<file path="src/rtl/core/cbc_pkg.sv">
// ----------------------------------------------------------------------------
// cbc_pkg
// Shared types and constants of the cell balance controller.
// ----------------------------------------------------------------------------
`default_nettype none

package cbc_pkg;

   localparam int LANE_COUNT       = 4;
   localparam int CELL_COUNT_DFLT  = 4;
   localparam int VOLT_W           = 16;
   localparam int TIME_W           = 32;
   localparam int CSR_INDEX_W      = 3;
   localparam int CSR_DATA_W       = 16;

   typedef logic [VOLT_W-1:0]      volt_type;
   typedef logic [TIME_W-1:0]      time_type;
   typedef logic [LANE_COUNT-1:0]  mask_type;

   typedef enum logic [CSR_INDEX_W-1:0] {
      CSR_BALANCE_ENABLE   = 3'd0,
      CSR_BALANCE_IN_RELAX = 3'd1,
      CSR_UPPER_LIMIT      = 3'd2,
      CSR_LOWER_LIMIT      = 3'd3,
      CSR_START_DELTA      = 3'd4,
      CSR_STOP_DELTA       = 3'd5,
      CSR_TICK_PERIOD      = 3'd6
   } csr_index_type;

   localparam volt_type UPPER_LIMIT_RST = 16'd4400;
   localparam volt_type LOWER_LIMIT_RST = 16'd3000;
   localparam volt_type START_DELTA_RST = 16'd40;
   localparam volt_type STOP_DELTA_RST  = 16'd20;
   localparam volt_type TICK_PERIOD_RST = 16'd250;

   // per-lane findings handed to the merge stage
   typedef struct packed {
      logic start;
      logic keep;
      logic old;
   } lane_status_type;

   // merged command set of one transaction
   typedef struct packed {
      mask_type mask;
      logic     active;
      logic     enable;
      logic     disable_all;
   } cmd_type;

endpackage

`default_nettype wire

</file>
<file path="src/rtl/core/cell_balance_controller.sv">
// ----------------------------------------------------------------------------
// cell_balance_controller
// Passive cell balancing with start/stop hysteresis and balance-time counters.
//
// One req_ transaction is one measurement tick: four cell voltages, pack max
// and min, charging and relaxed flags. Each tick yields exactly one rsp_
// transaction with the bleed mask, the enable / disable-all commands and the
// four balance-time counters after that tick.
// Results are registered in the output stage. Throughput is one tick per cycle
// while req_stall is low; the per-cell lanes update the mask and counters in
// the accepting cycle, so ticks may follow back to back.
// A two-entry output stage (result register plus skid register) decouples the
// sides: req_stall rises only when both entries hold untaken results, so one
// more tick is taken while a result waits under rsp_stall.
// csr_ writes set the seven settings; they are meant for idle periods only.
// Reset (synchronous) restores the default settings, clears the bleed mask
// and all counters, and empties the output stage.
// ----------------------------------------------------------------------------
`default_nettype none

module cell_balance_controller #(
   parameter int CELL_COUNT = cbc_pkg::CELL_COUNT_DFLT
) (
   input  wire                           clock,
   input  wire                           reset,
   input  wire                           req_valid,
   output logic                          req_stall,
   input  wire  [15:0]                   req_cell_volt_1,
   input  wire  [15:0]                   req_cell_volt_2,
   input  wire  [15:0]                   req_cell_volt_3,
   input  wire  [15:0]                   req_cell_volt_4,
   input  wire  [15:0]                   req_max_cell_volt,
   input  wire  [15:0]                   req_min_cell_volt,
   input  wire                           req_is_charging,
   input  wire                           req_is_relaxed,
   output logic                          rsp_valid,
   input  wire                           rsp_stall,
   output logic [3:0]                    rsp_bleed_mask,
   output logic                          rsp_balancing_active,
   output logic                          rsp_enable_command,
   output logic                          rsp_disable_all_command,
   output logic [31:0]                   rsp_cell_time_1,
   output logic [31:0]                   rsp_cell_time_2,
   output logic [31:0]                   rsp_cell_time_3,
   output logic [31:0]                   rsp_cell_time_4,
   input  wire                           csr_write_enable,
   input  wire  [cbc_pkg::CSR_INDEX_W-1:0] csr_index,
   input  wire  [cbc_pkg::CSR_DATA_W-1:0]  csr_write_data
);
   import cbc_pkg::*;

   typedef struct packed {
      cmd_type  cmd;
      time_type t1;
      time_type t2;
      time_type t3;
      time_type t4;
   } result_type;

   logic     bal_enable_ff;
   logic     bal_relax_ff;
   volt_type upper_ff;
   volt_type lower_ff;
   volt_type start_delta_ff;
   volt_type stop_delta_ff;
   volt_type tick_ff;

   volt_type        cell_volt [LANE_COUNT];
   lane_status_type status    [LANE_COUNT];
   time_type        time_next [LANE_COUNT];
   cmd_type         cmd;
   logic            accept;
   logic            allowed;
   logic            spread_ok;
   logic [VOLT_W:0] spread;

   logic       out_valid_ff, out_valid_in;
   logic       skid_valid_ff, skid_valid_in;
   result_type out_ff, out_in;
   result_type skid_ff, skid_in;
   result_type result;
   logic       out_take;

   // ---------------- settings ----------------
   always_ff @(posedge clock) begin
      if (reset) begin
         bal_enable_ff  <= 1'b0;
         bal_relax_ff   <= 1'b0;
         upper_ff       <= UPPER_LIMIT_RST;
         lower_ff       <= LOWER_LIMIT_RST;
         start_delta_ff <= START_DELTA_RST;
         stop_delta_ff  <= STOP_DELTA_RST;
         tick_ff        <= TICK_PERIOD_RST;
      end else if (csr_write_enable) begin
         case (csr_index_type'(csr_index))
            CSR_BALANCE_ENABLE:   bal_enable_ff  <= csr_write_data[0];
            CSR_BALANCE_IN_RELAX: bal_relax_ff   <= csr_write_data[0];
            CSR_UPPER_LIMIT:      upper_ff       <= csr_write_data[VOLT_W-1:0];
            CSR_LOWER_LIMIT:      lower_ff       <= csr_write_data[VOLT_W-1:0];
            CSR_START_DELTA:      start_delta_ff <= csr_write_data[VOLT_W-1:0];
            CSR_STOP_DELTA:       stop_delta_ff  <= csr_write_data[VOLT_W-1:0];
            CSR_TICK_PERIOD:      tick_ff        <= csr_write_data[VOLT_W-1:0];
            default: ;
         endcase
      end
   end

   // ---------------- qualification ----------------
   assign accept = req_valid & ~req_stall;
   assign spread = {1'b0, req_max_cell_volt} - {1'b0, req_min_cell_volt};

   always_comb begin
      allowed   = bal_enable_ff & (req_is_charging | (bal_relax_ff & req_is_relaxed))
                & (req_max_cell_volt < upper_ff) & (req_min_cell_volt >= lower_ff);
      spread_ok = ~spread[VOLT_W] & (spread[VOLT_W-1:0] >= start_delta_ff);
      cell_volt[0] = req_cell_volt_1;
      cell_volt[1] = req_cell_volt_2;
      cell_volt[2] = req_cell_volt_3;
      cell_volt[3] = req_cell_volt_4;
   end

   // ---------------- lanes ----------------
   for (genvar k = 0; k < LANE_COUNT; k++) begin : g_lane
      if (k < CELL_COUNT) begin : g_used
         cbc_lane u_lane (
            .clock       (clock),
            .reset       (reset),
            .accept      (accept),
            .allowed     (allowed),
            .spread_ok   (spread_ok),
            .cell_volt   (cell_volt[k]),
            .min_volt    (req_min_cell_volt),
            .start_delta (start_delta_ff),
            .stop_delta  (stop_delta_ff),
            .tick_period (tick_ff),
            .status      (status[k]),
            .time_next   (time_next[k])
         );
      end else begin : g_unused
         assign status[k]    = '0;
         assign time_next[k] = '0;
      end
   end

   cbc_merge u_merge (
      .allowed (allowed),
      .status  (status),
      .cmd     (cmd)
   );

   assign result = '{cmd: cmd, t1: time_next[0], t2: time_next[1],
                     t3: time_next[2], t4: time_next[3]};

   // ---------------- output stage ----------------
   assign out_take  = out_valid_ff & ~rsp_stall;
   assign req_stall = skid_valid_ff;

   always_comb begin
      out_valid_in  = out_valid_ff;
      skid_valid_in = skid_valid_ff;
      out_in        = out_ff;
      skid_in       = skid_ff;
      if (skid_valid_ff) begin
         if (out_take) begin
            out_in        = skid_ff;
            skid_valid_in = 1'b0;
         end
      end else if (accept) begin
         if (!out_valid_ff || out_take) begin
            out_in       = result;
            out_valid_in = 1'b1;
         end else begin
            skid_in       = result;
            skid_valid_in = 1'b1;
         end
      end else if (out_take) begin
         out_valid_in = 1'b0;
      end
   end

   always_ff @(posedge clock) begin
      if (reset) begin
         out_valid_ff  <= 1'b0;
         skid_valid_ff <= 1'b0;
      end else begin
         out_valid_ff  <= out_valid_in;
         skid_valid_ff <= skid_valid_in;
      end
   end

   always_ff @(posedge clock) begin
      out_ff  <= out_in;
      skid_ff <= skid_in;
   end

   assign rsp_valid               = out_valid_ff;
   assign rsp_bleed_mask          = out_ff.cmd.mask;
   assign rsp_balancing_active    = out_ff.cmd.active;
   assign rsp_enable_command      = out_ff.cmd.enable;
   assign rsp_disable_all_command = out_ff.cmd.disable_all;
   assign rsp_cell_time_1         = out_ff.t1;
   assign rsp_cell_time_2         = out_ff.t2;
   assign rsp_cell_time_3         = out_ff.t3;
   assign rsp_cell_time_4         = out_ff.t4;

   // ---------------- assertions ----------------
   a_skid_implies_out: assert property (@(posedge clock) disable iff (reset)
      skid_valid_ff |-> out_valid_ff)
      else $error("skid entry held without result entry");

   a_disable_clears: assert property (@(posedge clock) disable iff (reset)
      rsp_valid && rsp_disable_all_command |->
         rsp_bleed_mask == '0 && !rsp_enable_command)
      else $error("disable-all issued with cells still bleeding");

   a_active_matches_mask: assert property (@(posedge clock) disable iff (reset)
      rsp_valid |-> rsp_balancing_active == (rsp_bleed_mask != '0))
      else $error("balancing_active disagrees with bleed mask");

   a_empty_after_reset: assert property (@(posedge clock)
      $past(reset) |-> !out_valid_ff && !skid_valid_ff)
      else $error("output stage not empty after reset");

endmodule

`default_nettype wire

</file>
<file path="src/rtl/core/cbc_lane.sv">
// ----------------------------------------------------------------------------
// cbc_lane
// One cell: start/stop hysteresis compare, bleed bit and balance-time counter.
// ----------------------------------------------------------------------------
`default_nettype none

module cbc_lane (
   input  wire                       clock,
   input  wire                       reset,
   input  wire                       accept,
   input  wire                       allowed,
   input  wire                       spread_ok,
   input  wire  cbc_pkg::volt_type   cell_volt,
   input  wire  cbc_pkg::volt_type   min_volt,
   input  wire  cbc_pkg::volt_type   start_delta,
   input  wire  cbc_pkg::volt_type   stop_delta,
   input  wire  cbc_pkg::volt_type   tick_period,
   output cbc_pkg::lane_status_type  status,
   output cbc_pkg::time_type         time_next
);
   import cbc_pkg::*;

   logic                active_ff;
   logic                active_in;
   time_type            time_ff;
   logic [VOLT_W:0]     excess;
   logic                drop;

   // signed excess over pack minimum; bit VOLT_W is the sign
   assign excess = {1'b0, cell_volt} - {1'b0, min_volt};
   assign drop   = excess[VOLT_W] | (excess[VOLT_W-1:0] < stop_delta);

   always_comb begin
      status.old   = active_ff;
      status.keep  = active_ff & ~drop;
      status.start = spread_ok & ~excess[VOLT_W] & (excess[VOLT_W-1:0] >= start_delta);
      active_in    = allowed & (status.keep | status.start);
      time_next    = (allowed & active_ff)
                   ? time_ff + {{(TIME_W-VOLT_W){1'b0}}, tick_period}
                   : time_ff;
   end

   always_ff @(posedge clock) begin
      if (reset) begin
         active_ff <= 1'b0;
         time_ff   <= '0;
      end else if (accept) begin
         active_ff <= active_in;
         time_ff   <= time_next;
      end
   end

endmodule

`default_nettype wire

</file>
<file path="src/rtl/core/cbc_merge.sv">
// ----------------------------------------------------------------------------
// cbc_merge
// Combines the lane findings into the bleed mask and switch commands.
// ----------------------------------------------------------------------------
`default_nettype none

module cbc_merge (
   input  wire                       allowed,
   input  cbc_pkg::lane_status_type  status [cbc_pkg::LANE_COUNT],
   output cbc_pkg::cmd_type          cmd
);
   import cbc_pkg::*;

   mask_type start_vec;
   mask_type keep_vec;
   mask_type old_vec;

   always_comb begin
      for (int k = 0; k < LANE_COUNT; k++) begin
         start_vec[k] = status[k].start;
         keep_vec[k]  = status[k].keep;
         old_vec[k]   = status[k].old;
      end
      cmd.mask        = allowed ? (keep_vec | start_vec) : '0;
      cmd.active      = |cmd.mask;
      cmd.enable      = |cmd.mask;
      cmd.disable_all = allowed & (|old_vec) & ~(|keep_vec) & ~(|start_vec);
   end

endmodule

`default_nettype wire

</file>
<file path="config.mk">
export PLATFORM = sky130hd
export DESIGN_NAME = cell_balance_controller
export DESIGN_NICKNAME = d
export VERILOG_FILES = /design/src/rtl/core/cbc_pkg.sv /design/src/rtl/core/cell_balance_controller.sv /design/src/rtl/core/cbc_lane.sv /design/src/rtl/core/cbc_merge.sv
export SDC_FILE = /design/constraint.sdc
export NUM_CORES = 1
export LEC_CHECK = 0
export BUFFER_PORTS_ARGS = -buffer_cell sky130_fd_sc_hd__buf_4
export CAP_MARGIN = 40
export CORE_MARGIN = 8
export CORE_UTILIZATION = 25
export DETAILED_ROUTE_END_ITERATION = 12
export HOLD_SLACK_MARGIN = 0.06
export SLEW_MARGIN = 20
export SYNTH_ARGS = -nofsm -noshare
export SYNTH_HDL_FRONTEND = slang
export SYNTH_SLANG_ARGS = --single-unit
</file>
<file path="constraint.sdc">
create_clock -name clock -period 19.5 [get_ports clock]
set_input_delay 1.95 -clock clock [delete_from_list [all_inputs] [get_ports clock]]
set_output_delay 1.95 -clock clock [all_outputs]
set_load 0.005 [all_outputs]
</file>
Word level (Yosys, flattened, before mapping):

Index checks and enable logic that the tools add are counted.

* $add $sub $neg: 9
* $lt $le $gt $ge: 11
* eq/ne operators: 8
* multiplexer cells: 16
* bitwise logic cells: 54
* reduce and logical (&&, ||, !) cells: 20

Operator list (number)
* $mux 135: 4
* $add 32x16->32: 4
* $mux 32: 4
* $ge 16x16->1: 6
* $sub 16x16->17: 5
* $lt 16x16->1: 5
* $and 1x1->1: 30
* $reduce_or 4->1: 4
* $not 1->1: 14
* $reduce_and 2->1: 7
* $eq 3x3->1 const B: 3
* $or 1x1->1: 9
* $reduce_and 3->1: 3
* $mux 1: 7
* $eq 3x2->1 const B: 2
* $reduce_bool 2->1: 3
* $mux 4: 1
* $ne 2x1->1 const B: 2
* $or 4x4->4: 1
* $eq 3x1->1 const B: 1
* $logic_not 3->1: 1
* $logic_not 1->1: 1
* $logic_or 1x1->1: 1

* register bits: 485
* bits of input ports: 122
* output and inout bits: 137
* word-level logic and storage cells: 150

Logic depth before layout (Yosys ltp):

Gate-level depths: netlist of run 1.

* depth after elaboration: 12
* gate-level depth with buffers: 23
* depth with buffers taken out: 22

Cells and area by module:

From an unflattened synthesis of run 1, not the netlist that was laid out.

* cell total of the unflattened synthesis: 3322
* area, all modules: 31789.2 um^2

Modules (own cells, without submodules)
* cell_balance_controller: instances 1, cells an instance 1076, area each 14722.9 um^2, sequential area each 9789.4 um^2
* cbc_lane at g_lane[2].g_used.u_lane ...: instances 2, cells an instance 566, area each 4305.4 um^2, sequential area each 660.6 um^2
* cbc_lane at g_lane[1].g_used.u_lane: instances 1, cells an instance 566, area each 4304.1 um^2, sequential area each 660.6 um^2
* cbc_lane at g_lane[0].g_used.u_lane: instances 1, cells an instance 537, area each 4072.7 um^2, sequential area each 660.6 um^2
* cbc_merge: instances 1, cells an instance 11, area each 78.8 um^2, sequential area each 0.0 um^2

Worst setup path after synthesis of run 1:

OpenSTA, ideal clock, no wires.

* path kind: input port to flip-flop
* from: input port req_valid
* to: register out_ff (netlist bit rsp_balancing_active) (enable)
* library setup time: 672 ps
* data arrival time: 9391 ps
* required time: 18828 ps
* setup slack: 9437 ps
* cell stages on the path: 6
* path buffers: 3
* cells stage by stage: nor2b_1 clkbuf_1 clkbuf_1 clkbuf_1 a21oi_1 a21oi_1

* longest elaborated chain between the ends: 3

RTL lines
* start: declaration: RTL line cell_balance_controller.sv:26 `input wire req_valid,`
* $and 1x1->1: RTL line cell_balance_controller.sv:109 `assign accept = req_valid & ~req_stall;`
* $reduce_bool 2->1 (no source line)
* $reduce_and 3->1 (no source line)
* end signal: assignment: RTL line cell_balance_controller.sv:192 `out_ff <= out_in;`
* end: declaration: RTL line cell_balance_controller.sv:79 `result_type out_ff, out_in;`

Every way passes these cells.
A chain may end at the register's enable or synchronous reset.

==> results of run 1 <==
[layout make-up]
type,instances,area share [%]
clock buffer,70,4.37
clock inverter,30,1.07
inverter,139,1.47
multi-input combinational,2341,46.4
sequential,484,34.8
tap,1536,5.40
timing repair buffer,291,6.50
[cells by family after synthesis]
kind of cell / after synthesis
compound gates: 666
xor+xnor: 211
fa+ha+maj: 324
buf+inv: 252
flops: 484
mux: 146
simple gates: 994
[cells in the final DEF (no fill, tap or decap), types with 10 or more instances in the layout]
cell                        instances
sky130_fd_sc_hd__a2111oi_0         11
sky130_fd_sc_hd__a211oi_1          33
sky130_fd_sc_hd__a21boi_0          14
sky130_fd_sc_hd__a21o_1            68
sky130_fd_sc_hd__a21oi_1          223
sky130_fd_sc_hd__a31oi_1           10
sky130_fd_sc_hd__and2_1            10
sky130_fd_sc_hd__and3_1            30
sky130_fd_sc_hd__buf_4            279
sky130_fd_sc_hd__clkbuf_16         57
sky130_fd_sc_hd__dfxtp_1          215
sky130_fd_sc_hd__edfxtp_1         268
sky130_fd_sc_hd__ha_1             315
sky130_fd_sc_hd__inv_1            138
sky130_fd_sc_hd__mux2_2           142
sky130_fd_sc_hd__nand2_1          358
sky130_fd_sc_hd__nand2b_1          31
sky130_fd_sc_hd__nand3_1           79
sky130_fd_sc_hd__nand4_1           46
sky130_fd_sc_hd__nor2_1           268
sky130_fd_sc_hd__nor2b_1           26
sky130_fd_sc_hd__nor3_1            73
sky130_fd_sc_hd__o211ai_1          28
sky130_fd_sc_hd__o21a_1            31
sky130_fd_sc_hd__o21ai_0          139
sky130_fd_sc_hd__o21ai_1           11
sky130_fd_sc_hd__o31ai_1           12
sky130_fd_sc_hd__or2_2             12
sky130_fd_sc_hd__or3_1             22
sky130_fd_sc_hd__xnor2_1          117
sky130_fd_sc_hd__xor2_1            94
[worst max path at each step]
stage	end	slack, ps	cells past startpoint
global route	rsp_disable_all_command	11930	20
CTS	rsp_disable_all_command	12390	20
detailed placement	rsp_disable_all_command	11760	20
global placement	rsp_disable_all_command	11800	20
floorplan	rsp_balancing_active	9440	6
finish	rsp_disable_all_command	12340	20
[critical path: stages]
cell and delay, ps:
sky130_fd_sc_hd__buf_4 130, sky130_fd_sc_hd__inv_1 320, sky130_fd_sc_hd__ha_1 310, sky130_fd_sc_hd__nor2b_1 120, sky130_fd_sc_hd__o21ai_0 210, sky130_fd_sc_hd__a21boi_0 160, sky130_fd_sc_hd__o21ai_0 320, sky130_fd_sc_hd__a21oi_1 150
sky130_fd_sc_hd__o31a_1 270, sky130_fd_sc_hd__o41ai_1 490, sky130_fd_sc_hd__o311ai_0 310, sky130_fd_sc_hd__ha_1 370, sky130_fd_sc_hd__nand4_1 150, sky130_fd_sc_hd__or4_1 550, sky130_fd_sc_hd__nor4_1 250, sky130_fd_sc_hd__o31ai_1 130
sky130_fd_sc_hd__a41o_1 210, sky130_fd_sc_hd__a221oi_1 650, sky130_fd_sc_hd__nor4_1 130, sky130_fd_sc_hd__a32o_1 310
[per-stage QoR]
stage,instances,worst slack [ps],util (%),cell area [sq um]
floorplan,3077,9440,-,29800
global placement,4777,11800,28.3,33400
detailed placement,4786,11760,28.4,33500
CTS,4886,12390,30.0,35500
global route,4891,11930,30.1,35600
finish,4891,12340,30.1,35600
[sequential cells by signal, summed over array words and instances (netlist names)]
signal / flops
rsp_cell_time_2: 32
skid_ff: 134
tick_ff: 16
rsp_balancing_active: 1
lower_ff: 16
stop_delta_ff: 16
req_stall: 1
start_delta_ff: 16
rsp_cell_time_3: 32
rsp_valid: 1
bal_relax_ff: 1
rsp_bleed_mask: 4
rsp_cell_time_1: 32
bal_enable_ff: 1
upper_ff: 16
g_lane.g_used.u_lane.active_ff: 4
g_lane.g_used.u_lane.time_ff: 128
rsp_disable_all_command: 1
rsp_cell_time_4: 32
[metal layers]
layer,global-route usage [%],vias to the layer above,wire length [um]
met2,21.9,527,41000
met5,0,-,0
met1,18.1,11000,43200
met3,2.55,107,4890
li1,-,11600,-
met4,3.06,0,1950
[report_power, final]
part | switching [uW] | internal, uW
Sequential | 29.5 | 1130
Clock | 448 | 648
Combinational | 301 | 232
[synth_stat cells (all sizes together), types with 20 or more instances]
cell     instances  area, sq um
o21ai          150          751
a21oi          224         1120
o211ai          28          210
nand3           79          395
nor2b           27          169
xnor2          117         1020
nor2           269         1010
nand4           49          325
a2111oi         20          246
xor2            94          823
or3             22          138
buf             20         97.6
o21a            31          233
nor3            74          382
mux2           142         1600
a211oi          37          305
clkbuf          93          349
edfxtp         268         8050
dfxtp          216         4320
ha             315         3940
nand2          358         1340
nand2b          32          200
inv            139          522
a21o            68          510
and3            31          194
==> run summary, run 1 <==
================================================================================
Area growth from synthesis to final layout ........................        19.3%
Post-synthesis instance total .....................................        3,077
Top-level I/O count ...............................................          259
GRT Util Overall ..................................................        13.3%
Fin Clk Skew ......................................................      17.1 ps
Detail-routed via count per cell ..................................         4.74
Pins over their slew limit ........................................            0
Post-Syn Area ..................................................... 29,800 sq um
Final routed wire length divided by cell count ....................      18.6 um
Maximum root-to-sink buffer count .................................            3
Maxcap violations .................................................            0
Setup TNS Final ...................................................         0 ps
Antenna fix cells .................................................            0
Number of hold violations in the final report .....................            0
Worst-case hold slack .............................................       452 ps
Xor/xnor share of the synthesized area ............................        6.20%
Max-slew headroom at the worst pin ................................        39.0%
Die X .............................................................       361 um
Total vias in the final route .....................................        23.2k
Gpl congestion ....................................................        0.871
Logic depth of the worst register-to-register path ................           11
Number of remaining DRC errors ....................................            0
Floorplan die area ................................................ 131,000 sq um
Total gr overflow .................................................            0
Synthesized-area fraction occupied by and/or/nand/nor cells .......        15.2%
Kind of launch point of the worst setup path ......................   input port
Min cycle time layout .............................................      7160 ps
Number of storage elements in the synthesis netlist ...............          484
Proportion of layout cells with a drive suffix above 1 ............        17.0%
Detail Placement HPWL .............................................      68.5 mm
Peak ir drop on the vdd network ...................................  0.0000651 V
CP Class ..........................................................       in2reg
Setup repair after global routing missed its margin ...............        false
Pin count of the biggest net entering global routing ..............           72
Core area ......................................................... 118,000 sq um
Via count of the first global-routing pass ........................        22.8k
Num Clock Sinks ...................................................          484
Count of TritonRoute iterations in the first routing pass .........            5
Synth Flop Type ................................................... sky130_fd_sc_hd__edfxtp_1
Setup fix buffers added after clock tree synthesis ................            0
Input/output buffers ..............................................          258
Number of different library cells in the post-synthesis netlist ...           83
Lkg Pwr ...........................................................    0.0141 uW
Inserted Clock Buffers ............................................           54
Clock tree from TritonCTS .........................................         done
Wire length of the first global-routing pass ......................       138 mm
Clock latency at the later pin of the worst-skew pair .............       620 ps
Worst Setup End Kind ..............................................         flop
Final antenna-violating net count .................................            0
Fillers ...........................................................        12.4k
Clock Tree Root ................................................... sky130_fd_sc_hd__clkbuf_16
Compound-Gate Fraction of Synth Area ..............................        14.5%
Initial core utilization ..........................................        25.2%
Number of cells on the worst hold path ............................            2
Data arrival time of the worst path ...............................      7510 ps
Required time reported for the critical path endpoint .............    19,850 ps
Site row count ....................................................          126
Adder-cell share of the synthesized area ..........................        13.8%
Post-synthesis sequential area ratio ..............................        41.5%
CTS HTree Levels ..................................................            2
Class of the tightest hold or removal check .......................      reg2reg
Status ............................................................ complete, no violations
Number of warnings reported in the yosys synthesis log ............            0
Worst-path clk slew ...............................................        60 ps
Die Y-Extent ......................................................       361 um
Critical Path Source .............................................. req_min_cell_volt[1]
# nets final ......................................................        3,757
Total power .......................................................      2780 uW
Footprint of the multi-input gates ................................ 16,500 sq um
FF/Latch Area ..................................................... 12,400 sq um
Number of antenna violations at the first check in global routing .            1
Average size of a mapped cell .....................................   9.69 sq um
Power per cell area ............................................... 78.2 nW/um^2
1st-iter DRT viols ................................................        1,251
Post-synth EDFFs ..................................................          268
Peak clock frequency supported by timing ..........................      140 MHz
Worst-path fanout max .............................................            9
Worst setup slack for register-to-register paths ..................    15,350 ps
Wire length after detailed routing ................................      91.0 mm
Final worst-path cycle share ......................................        36.7%
Hold Startpoint ................................................... start_delta_ff[13]
Number of failing setup endpoints in the final timing report ......            0
Slew at the pin closest to its max-slew limit .....................       902 ps
Reg-to-reg startpoint .............................................   tick_ff[1]
Post-synthesis mux area share .....................................        5.50%
Min-Delay Endpoint ................................................ start_delta_ff[13]
Number of hold-repair buffers added at the cts stage ..............            0
Net count after synthesis .........................................        3,523
RR Endpoint ....................................................... rsp_cell_time_1[18]
Synth async-reset ratio ...........................................           0%
Count of instances resized after the clock tree is built ..........            0
Largest family of logic cells by synthesized area ................. simple AND/OR/NAND/NOR gates
================================================================================
(Power assumes the default switching activity.)
==> inputs of run 2 (changes only) <==
==> constraint.sdc (replaced) <==
create_clock -name clock -period 5.8 [get_ports clock]
set_input_delay 0.58 -clock clock [delete_from_list [all_inputs] [get_ports clock]]
set_output_delay 0.58 -clock clock [all_outputs]
set_load 0.005 [all_outputs]
==> run 2 against run 1 <==
Effect of this change: combinational power grew to 3.4 times the previous value; sequential cell count is the same; global-route usage grew 0.084 points; via count grew 0.96%; critical path type unchanged; largest cell class unchanged; largest power group unchanged; highest routed layer unchanged.
==> run summary, run 2 (same netlist as run 1, synthesis figures left out) <==
=====================================================================================
Final antenna-violating net count ......................................            0
Setup fix buffers added after clock tree synthesis .....................            0
Floorplan die area ..................................................... 131,000 sq um
Top-level I/O count ....................................................          259
Detail Placement HPWL ..................................................      69.0 mm
Worst-path clk slew ....................................................        70 ps
Fin Clk Skew ...........................................................      37.7 ps
Count of TritonRoute iterations in the first routing pass ..............            5
Peak clock frequency supported by timing ...............................      197 MHz
Pins over their slew limit .............................................            0
Worst-path fanout max ..................................................            3
Delay-heaviest family, CP .............................................. compound AO/OA/AOI/OAI gates
Site row count .........................................................          126
Initial core utilization ...............................................        25.2%
Pre-CTS worst setup slack ..............................................       162 ps
Most frequent standard cell in the layout excluding fill and tap cells . sky130_fd_sc_hd__nand2_1
Pin count of the biggest net entering global routing ...................          135
Peak ir drop on the vdd network ........................................   0.000205 V
CTS HTree Levels .......................................................            2
Proportion of layout cells with a drive suffix above 1 .................        17.1%
Die Y-Extent ...........................................................       361 um
Die X ..................................................................       361 um
Post-route cell area ................................................... 35,600 sq um
Final worst-path cycle share ...........................................        87.6%
Fillers ................................................................        12.4k
Inserted Clock Buffers .................................................           53
Buffers and inverters on the worst path ................................            4
Detail-routed via count per cell .......................................         4.77
Slew at the pin closest to its max-slew limit ..........................       912 ps
Worst-case hold slack ..................................................       271 ps
Total vias in the final route ..........................................        23.4k
Total placed cells including tap cells .................................        4,802
Worst Setup End Kind ...................................................         flop
Ordered cell list for the critical path ................................ buf_4, inv_1, ha_1, nor2b_1, o21ai_0, a21boi_0, o21ai_0, a21oi_1, o31a_1, o41ai_1, buf_4, o311ai_0, ha_1, nand4_1, or4_1, nor4_1, o31ai_1, a41o_1, a221oi_1, buf_4, nor4_1, a32o_1
# nets final ...........................................................        3,770
Clock tree from TritonCTS ..............................................         done
Clock Tree Root ........................................................ sky130_fd_sc_hd__clkbuf_16
Standard cell area after detailed placement ............................ 33,700 sq um
Critical-path top delay cell ........................................... sky130_fd_sc_hd__or4_1
Final non-filler cell total ............................................        4,905
Commonest non-fill, non-tap cells in the layout ........................ sky130_fd_sc_hd__nand2_1, sky130_fd_sc_hd__ha_1, sky130_fd_sc_hd__buf_4
Via count of the first global-routing pass .............................        22.5k
Setup repair after global routing missed its margin ....................        false
Status ................................................................. complete, no violations
Area growth from synthesis to final layout .............................        19.5%
Lkg Pwr ................................................................    0.0141 uW
Cell mode on critical path ............................................. sky130_fd_sc_hd__buf_4
Number of remaining DRC errors .........................................            0
Count of instances resized after the clock tree is built ...............            0
Power per cell area ....................................................  262 nW/um^2
Max-slew headroom at the worst pin .....................................        37.6%
Min setup slack post-route .............................................       721 ps
Number of hold violations in the final report ..........................            0
Clock latency at the later pin of the worst-skew pair ..................       620 ps
CP Class ...............................................................       in2reg
Num Clock Sinks ........................................................          484
Footprint of the multi-input gates ..................................... 16,500 sq um
Data arrival time of the worst path ....................................      5440 ps
Kind of launch point of the worst setup path ...........................   input port
Largest stage delay on the critical path ...............................       550 ps
Number of hold-repair buffers added at the cts stage ...................            0
Required time reported for the critical path endpoint ..................      6170 ps
Total gr overflow ......................................................            0
Leading registers by flop count ........................................ skid_ff: 134 flops, g_lane.g_used.u_lane.time_ff: 128 flops
Class of the tightest hold or removal check ............................       in2reg
Input/output buffers ...................................................          258
Min cycle time layout ..................................................      5080 ps
Wire length after detailed routing .....................................      92.2 mm
Number of failing setup endpoints in the final timing report ...........            0
Core area .............................................................. 118,000 sq um
Number of antenna violations at the first check in global routing ......            6
Wire length of the first global-routing pass ...........................       138 mm
1st-iter DRT viols .....................................................        1,482
GRT Util Overall .......................................................        13.4%
Gpl congestion .........................................................        0.884
Max FFs per register ...................................................          134
Maximum root-to-sink buffer count ......................................            3
Register containing the most flip-flops in the final layout ............      skid_ff
Maxcap violations ......................................................            0
Final routed wire length divided by cell count .........................      18.8 um
Setup TNS Final ........................................................         0 ps
FF/Latch Area .......................................................... 12,400 sq um
=====================================================================================
-- run 2: changes by cell type in the layout (fill, tap and decap cells not counted), moves of 2 or more --
cell / change
sky130_fd_sc_hd__clkbuf_1: +6
sky130_fd_sc_hd__clkinv_4: -2
sky130_fd_sc_hd__clkbuf_16: -4
sky130_fd_sc_hd__bufinv_16: +3
sky130_fd_sc_hd__inv_4: -2
sky130_fd_sc_hd__buf_4: +14
-- run 2: per-stage QoR --
| step | total power (uW) | util (%) |
|---|---|---|
| 5_1_grt | 9810 | 30.1 |
| 3_3_place_gp | 5720 | 28.4 |
| 4_1_cts | 9460 | 30.1 |
| 6_report | 9340 | 30.1 |
| 3_5_place_dp | 5760 | 28.5 |
| 2_1_floorplan | 5090 | - |
-- run 2: cell type report --
| class | count | share of cell area, % |
|---|---|---|
| flip-flops and latches | 484 | 34.7 |
| inverters | 139 | 1.47 |
| well taps | 1536 | 5.40 |
| multi-input cells | 2341 | 46.4 |
| clock buffers | 72 | 4.15 |
| repair buffers | 305 | 6.73 |
| clock inverters | 27 | 1.15 |
| diodes | 1 | 0.00703 |
-- run 2: path summary, 6_finish.rpt --
kind / from / cells past startpoint / endpoint / slack [ps]
setup / recovery: req_min_cell_volt[1] / 22 / rsp_disable_all_command / 720
hold / removal: csr_write_data[2] / 3 / upper_ff[2] / 270
setup reg to reg: tick_ff[1] / 11 / rsp_cell_time_3[26] / 1620
hold reg to reg: upper_ff[10] / 2 / upper_ff[10] / 460
-- run 2: where the power goes --
group / switching (uW) / internal [uW]
sequential: 90.3 / 3780
clock: 1450 / 2190
combinational: 1030 / 789
total: 2570 / 6770
-- run 2: per-layer routing --
metal | GRT usage (%) | up-vias | share of wire, %
li1 | - | 11600 | -
met1 | 18.2 | 11000 | 46
met2 | 21.4 | 636 | 44
met3 | 3.09 | 129 | 6.5
met4 | 3.81 | 0 | 2.9
met5 | 0 | - | 0
-- run 2: worst min-delay path: stages --
cell and delay (ps):
sky130_fd_sc_hd__buf_4 150, sky130_fd_sc_hd__nand2_1 60, sky130_fd_sc_hd__a21oi_1 50
==> inputs of run 3 (changes only) <==
--- a/config.mk
+++ b/config.mk
@@ -7,6 +7,7 @@
 export LEC_CHECK = 0
 export BUFFER_PORTS_ARGS = -buffer_cell sky130_fd_sc_hd__buf_4
 export CAP_MARGIN = 40
+export CORE_ASPECT_RATIO = 2
 export CORE_MARGIN = 8
 export CORE_UTILIZATION = 25
 export DETAILED_ROUTE_END_ITERATION = 12
==> run 3 against run 2 <==
Effect of this change: die area rose by 0.51%; wire length up 6.6%; first-iteration DRC count shrank 28%; combinational power up 8%; sequential share of layout area decreased by 0.19 points; total power rose by 0.89%; global-route usage up 1.1 points; register-to-register slack better by 30 ps; highest routed layer unchanged; critical endpoint is now rsp_balancing_active; final cell count increased by 0.65%; via count rose by 1.1%; largest cell class unchanged.
==> run summary, run 3 (same netlist as run 1, synthesis figures left out) <==
=====================================================================================
Num Clock Sinks ........................................................          484
Number of remaining DRC errors .........................................            0
Setup TNS Final ........................................................         0 ps
Peak clock frequency supported by timing ...............................      188 MHz
CTS HTree Levels .......................................................            2
Total vias in the final route ..........................................        23.7k
Required time reported for the critical path endpoint ..................      6270 ps
CP Class ...............................................................       in2reg
# nets final ...........................................................        3,801
Pin count of the biggest net entering global routing ...................          135
Worst-path fanout max ..................................................            5
Most frequent standard cell in the layout excluding fill and tap cells . sky130_fd_sc_hd__nand2_1
Count of instances resized after the clock tree is built ...............            0
Maxcap violations ......................................................            0
Reg power frac .........................................................        41.0%
Detail-routed via count per cell .......................................         4.80
Max-slew headroom at the worst pin .....................................        43.6%
Inserted Clock Buffers .................................................           51
Fillers ................................................................        12.4k
Clock tree from TritonCTS ..............................................         done
Total placed cells including tap cells .................................        4,837
Worst Setup End Kind ...................................................         flop
Internal ...............................................................      6680 uW
Gpl congestion .........................................................        0.945
Combinational power share ..............................................        20.9%
Number of failing setup endpoints in the final timing report ...........            0
Register containing the most flip-flops in the final layout ............      skid_ff
Number of hold violations in the final report ..........................            0
FF/Latch Area .......................................................... 12,400 sq um
Max FFs per register ...................................................          134
Leading registers by flop count ........................................ skid_ff: 134 flops, g_lane.g_used.u_lane.time_ff: 128 flops
1st-iter DRT viols .....................................................        1,068
Share of power burned in the clock network .............................        38.0%
Final non-filler cell total ............................................        4,937
Peak ir drop on the vdd network ........................................   0.000295 V
Fraction of power spent switching nets .................................        29.1%
Pins over their slew limit .............................................            0
GRT Util Overall .......................................................        14.5%
Fin Clk Skew ...........................................................      46.1 ps
Lkg Pwr ................................................................    0.0143 uW
Number of antenna violations at the first check in global routing ......            1
Final worst-path cycle share ...........................................        91.6%
Footprint of the multi-input gates ..................................... 16,500 sq um
Class of the tightest hold or removal check ............................       in2reg
Min setup slack post-route .............................................       488 ps
Wire length of the first global-routing pass ...........................       146 mm
Wire length after detailed routing .....................................      98.2 mm
Clock Tree Root ........................................................ sky130_fd_sc_hd__clkbuf_16
Floorplan die area ..................................................... 131,000 sq um
Commonest non-fill, non-tap cells in the layout ........................ sky130_fd_sc_hd__nand2_1, sky130_fd_sc_hd__buf_4, sky130_fd_sc_hd__ha_1
Kind of launch point of the worst setup path ...........................   input port
Via count of the first global-routing pass .............................        24.3k
Critical Path Source ................................................... req_cell_volt_3[0]
Hold Startpoint ........................................................ csr_write_data[6]
Number of hold-repair buffers added at the cts stage ...................            0
Count of TritonRoute iterations in the first routing pass ..............            5
Area growth from synthesis to final layout .............................        20.1%
Initial core utilization ...............................................        25.1%
Min cycle time layout ..................................................      5310 ps
Site row count .........................................................          179
Pre-CTS worst setup slack ..............................................      -124 ps
Input/output buffers ...................................................          258
Final routed wire length divided by cell count .........................      19.9 um
Core area .............................................................. 119,000 sq um
Maximum root-to-sink buffer count ......................................            3
Worst-path clk slew ....................................................        60 ps
Die X ..................................................................       260 um
Setup repair after global routing missed its margin ....................        false
Clock latency at the later pin of the worst-skew pair ..................       640 ps
Top-level I/O count ....................................................          259
Status ................................................................. complete, no violations
Power per cell area ....................................................  263 nW/um^2
Die Y-Extent ...........................................................       504 um
Detail Placement HPWL ..................................................      75.2 mm
Final antenna-violating net count ......................................            0
Psw ....................................................................      2740 uW
Setup fix buffers added after clock tree synthesis .....................            0
Total gr overflow ......................................................            0
Proportion of layout cells with a drive suffix above 1 .................        18.0%
Slew at the pin closest to its max-slew limit ..........................       837 ps
Data arrival time of the worst path ....................................      5790 ps
Reg-to-reg startpoint ..................................................   tick_ff[1]
=====================================================================================
==> run 3: cell count changes in the layout (fill, tap and decap cells not counted), moves of 2 or more <==
cell and delta:
sky130_fd_sc_hd__clkbuf_8 -6, sky130_fd_sc_hd__buf_4 +30, sky130_fd_sc_hd__buf_8 +2, sky130_fd_sc_hd__clkbuf_1 -7
sky130_fd_sc_hd__clkinv_4 +3, sky130_fd_sc_hd__buf_1 -2, sky130_fd_sc_hd__clkinv_1 +5, sky130_fd_sc_hd__clkinv_2 +3
sky130_fd_sc_hd__clkbuf_16 -2, sky130_fd_sc_hd__buf_2 +3, sky130_fd_sc_hd__a2111oi_0 -2
==> run 3: power by group through the flow <==
stage | clock network, uW | logic [uW] | registers (uW)
6_report | 3580 | 1970 | 3870
5_1_grt | 3830 | 2170 | 3890
4_1_cts | 3720 | 1980 | 3870
3_5_place_dp | 0 | 1960 | 3950
3_3_place_gp | 0 | 1930 | 3940
2_1_floorplan | 0 | 1160 | 3930
==> run 3: routing by layer <==
layer	track usage [%]	vias up	wire [um]	share of wire (%)
li1	-	11700	-	-
met1	14.5	11200	35800	36
met2	27.5	562	51900	53
met3	2.10	211	3840	3.9
met4	8.84	0	6670	6.8
met5	0	-	0	0
==> run 3: through the flow <==
| step | area [sq um] | power (uW) | hold WS [ps] | utilization [%] |
|---|---|---|---|---|
| 6_report | 35800 | 9420 | 234 | 30.2 |
| 3_3_place_gp | 33800 | 5880 | 442 | 28.5 |
| 3_5_place_dp | 33900 | 5910 | 446 | 28.6 |
| 5_1_grt | 35800 | 9890 | 191 | 30.2 |
| 4_1_cts | 35700 | 9570 | 171 | 30.1 |
| 2_1_floorplan | 29800 | 5090 | 436 | - |
==> run 3: cell type report <==
class                           count  area share, %
Antenna cell                        1        0.00699
Clock buffer                       57           3.68
Clock inverter                     39           1.38
Inverter                          139           1.46
Multi-Input combinational cell   2341           46.1
Sequential cell                   484           34.6
Tap cell                         1538           5.37
Timing Repair Buffer              338           7.41
==> run 3: final timing paths <==
kind                            cells past startpoint              endpoint  slack [ps]
worst max-delay path                               22  rsp_balancing_active         490
worst max register to register                     11   rsp_cell_time_1[18]        1650
worst min register to register                      2           lower_ff[2]         450
worst min-delay path                                3            tick_ff[6]         230
==> run 3: critical path, cell delays in order <==
cell and delay, ps:
sky130_fd_sc_hd__buf_4 110, sky130_fd_sc_hd__inv_1 50, sky130_fd_sc_hd__ha_1 140, sky130_fd_sc_hd__inv_1 70, sky130_fd_sc_hd__fa_1 430, sky130_fd_sc_hd__a211oi_1 450, sky130_fd_sc_hd__o211ai_1 170, sky130_fd_sc_hd__and2_1 280
sky130_fd_sc_hd__a41o_1 320, sky130_fd_sc_hd__o21a_1 190, sky130_fd_sc_hd__nor2_1 110, sky130_fd_sc_hd__xnor2_1 110, sky130_fd_sc_hd__ha_1 320, sky130_fd_sc_hd__nand4_1 180, sky130_fd_sc_hd__or2_2 430, sky130_fd_sc_hd__a2111oi_2 680
sky130_fd_sc_hd__o31ai_1 260, sky130_fd_sc_hd__o21ai_0 180, sky130_fd_sc_hd__and3_1 310, sky130_fd_sc_hd__buf_4 140, sky130_fd_sc_hd__nor3_1 40, sky130_fd_sc_hd__a32oi_1 220
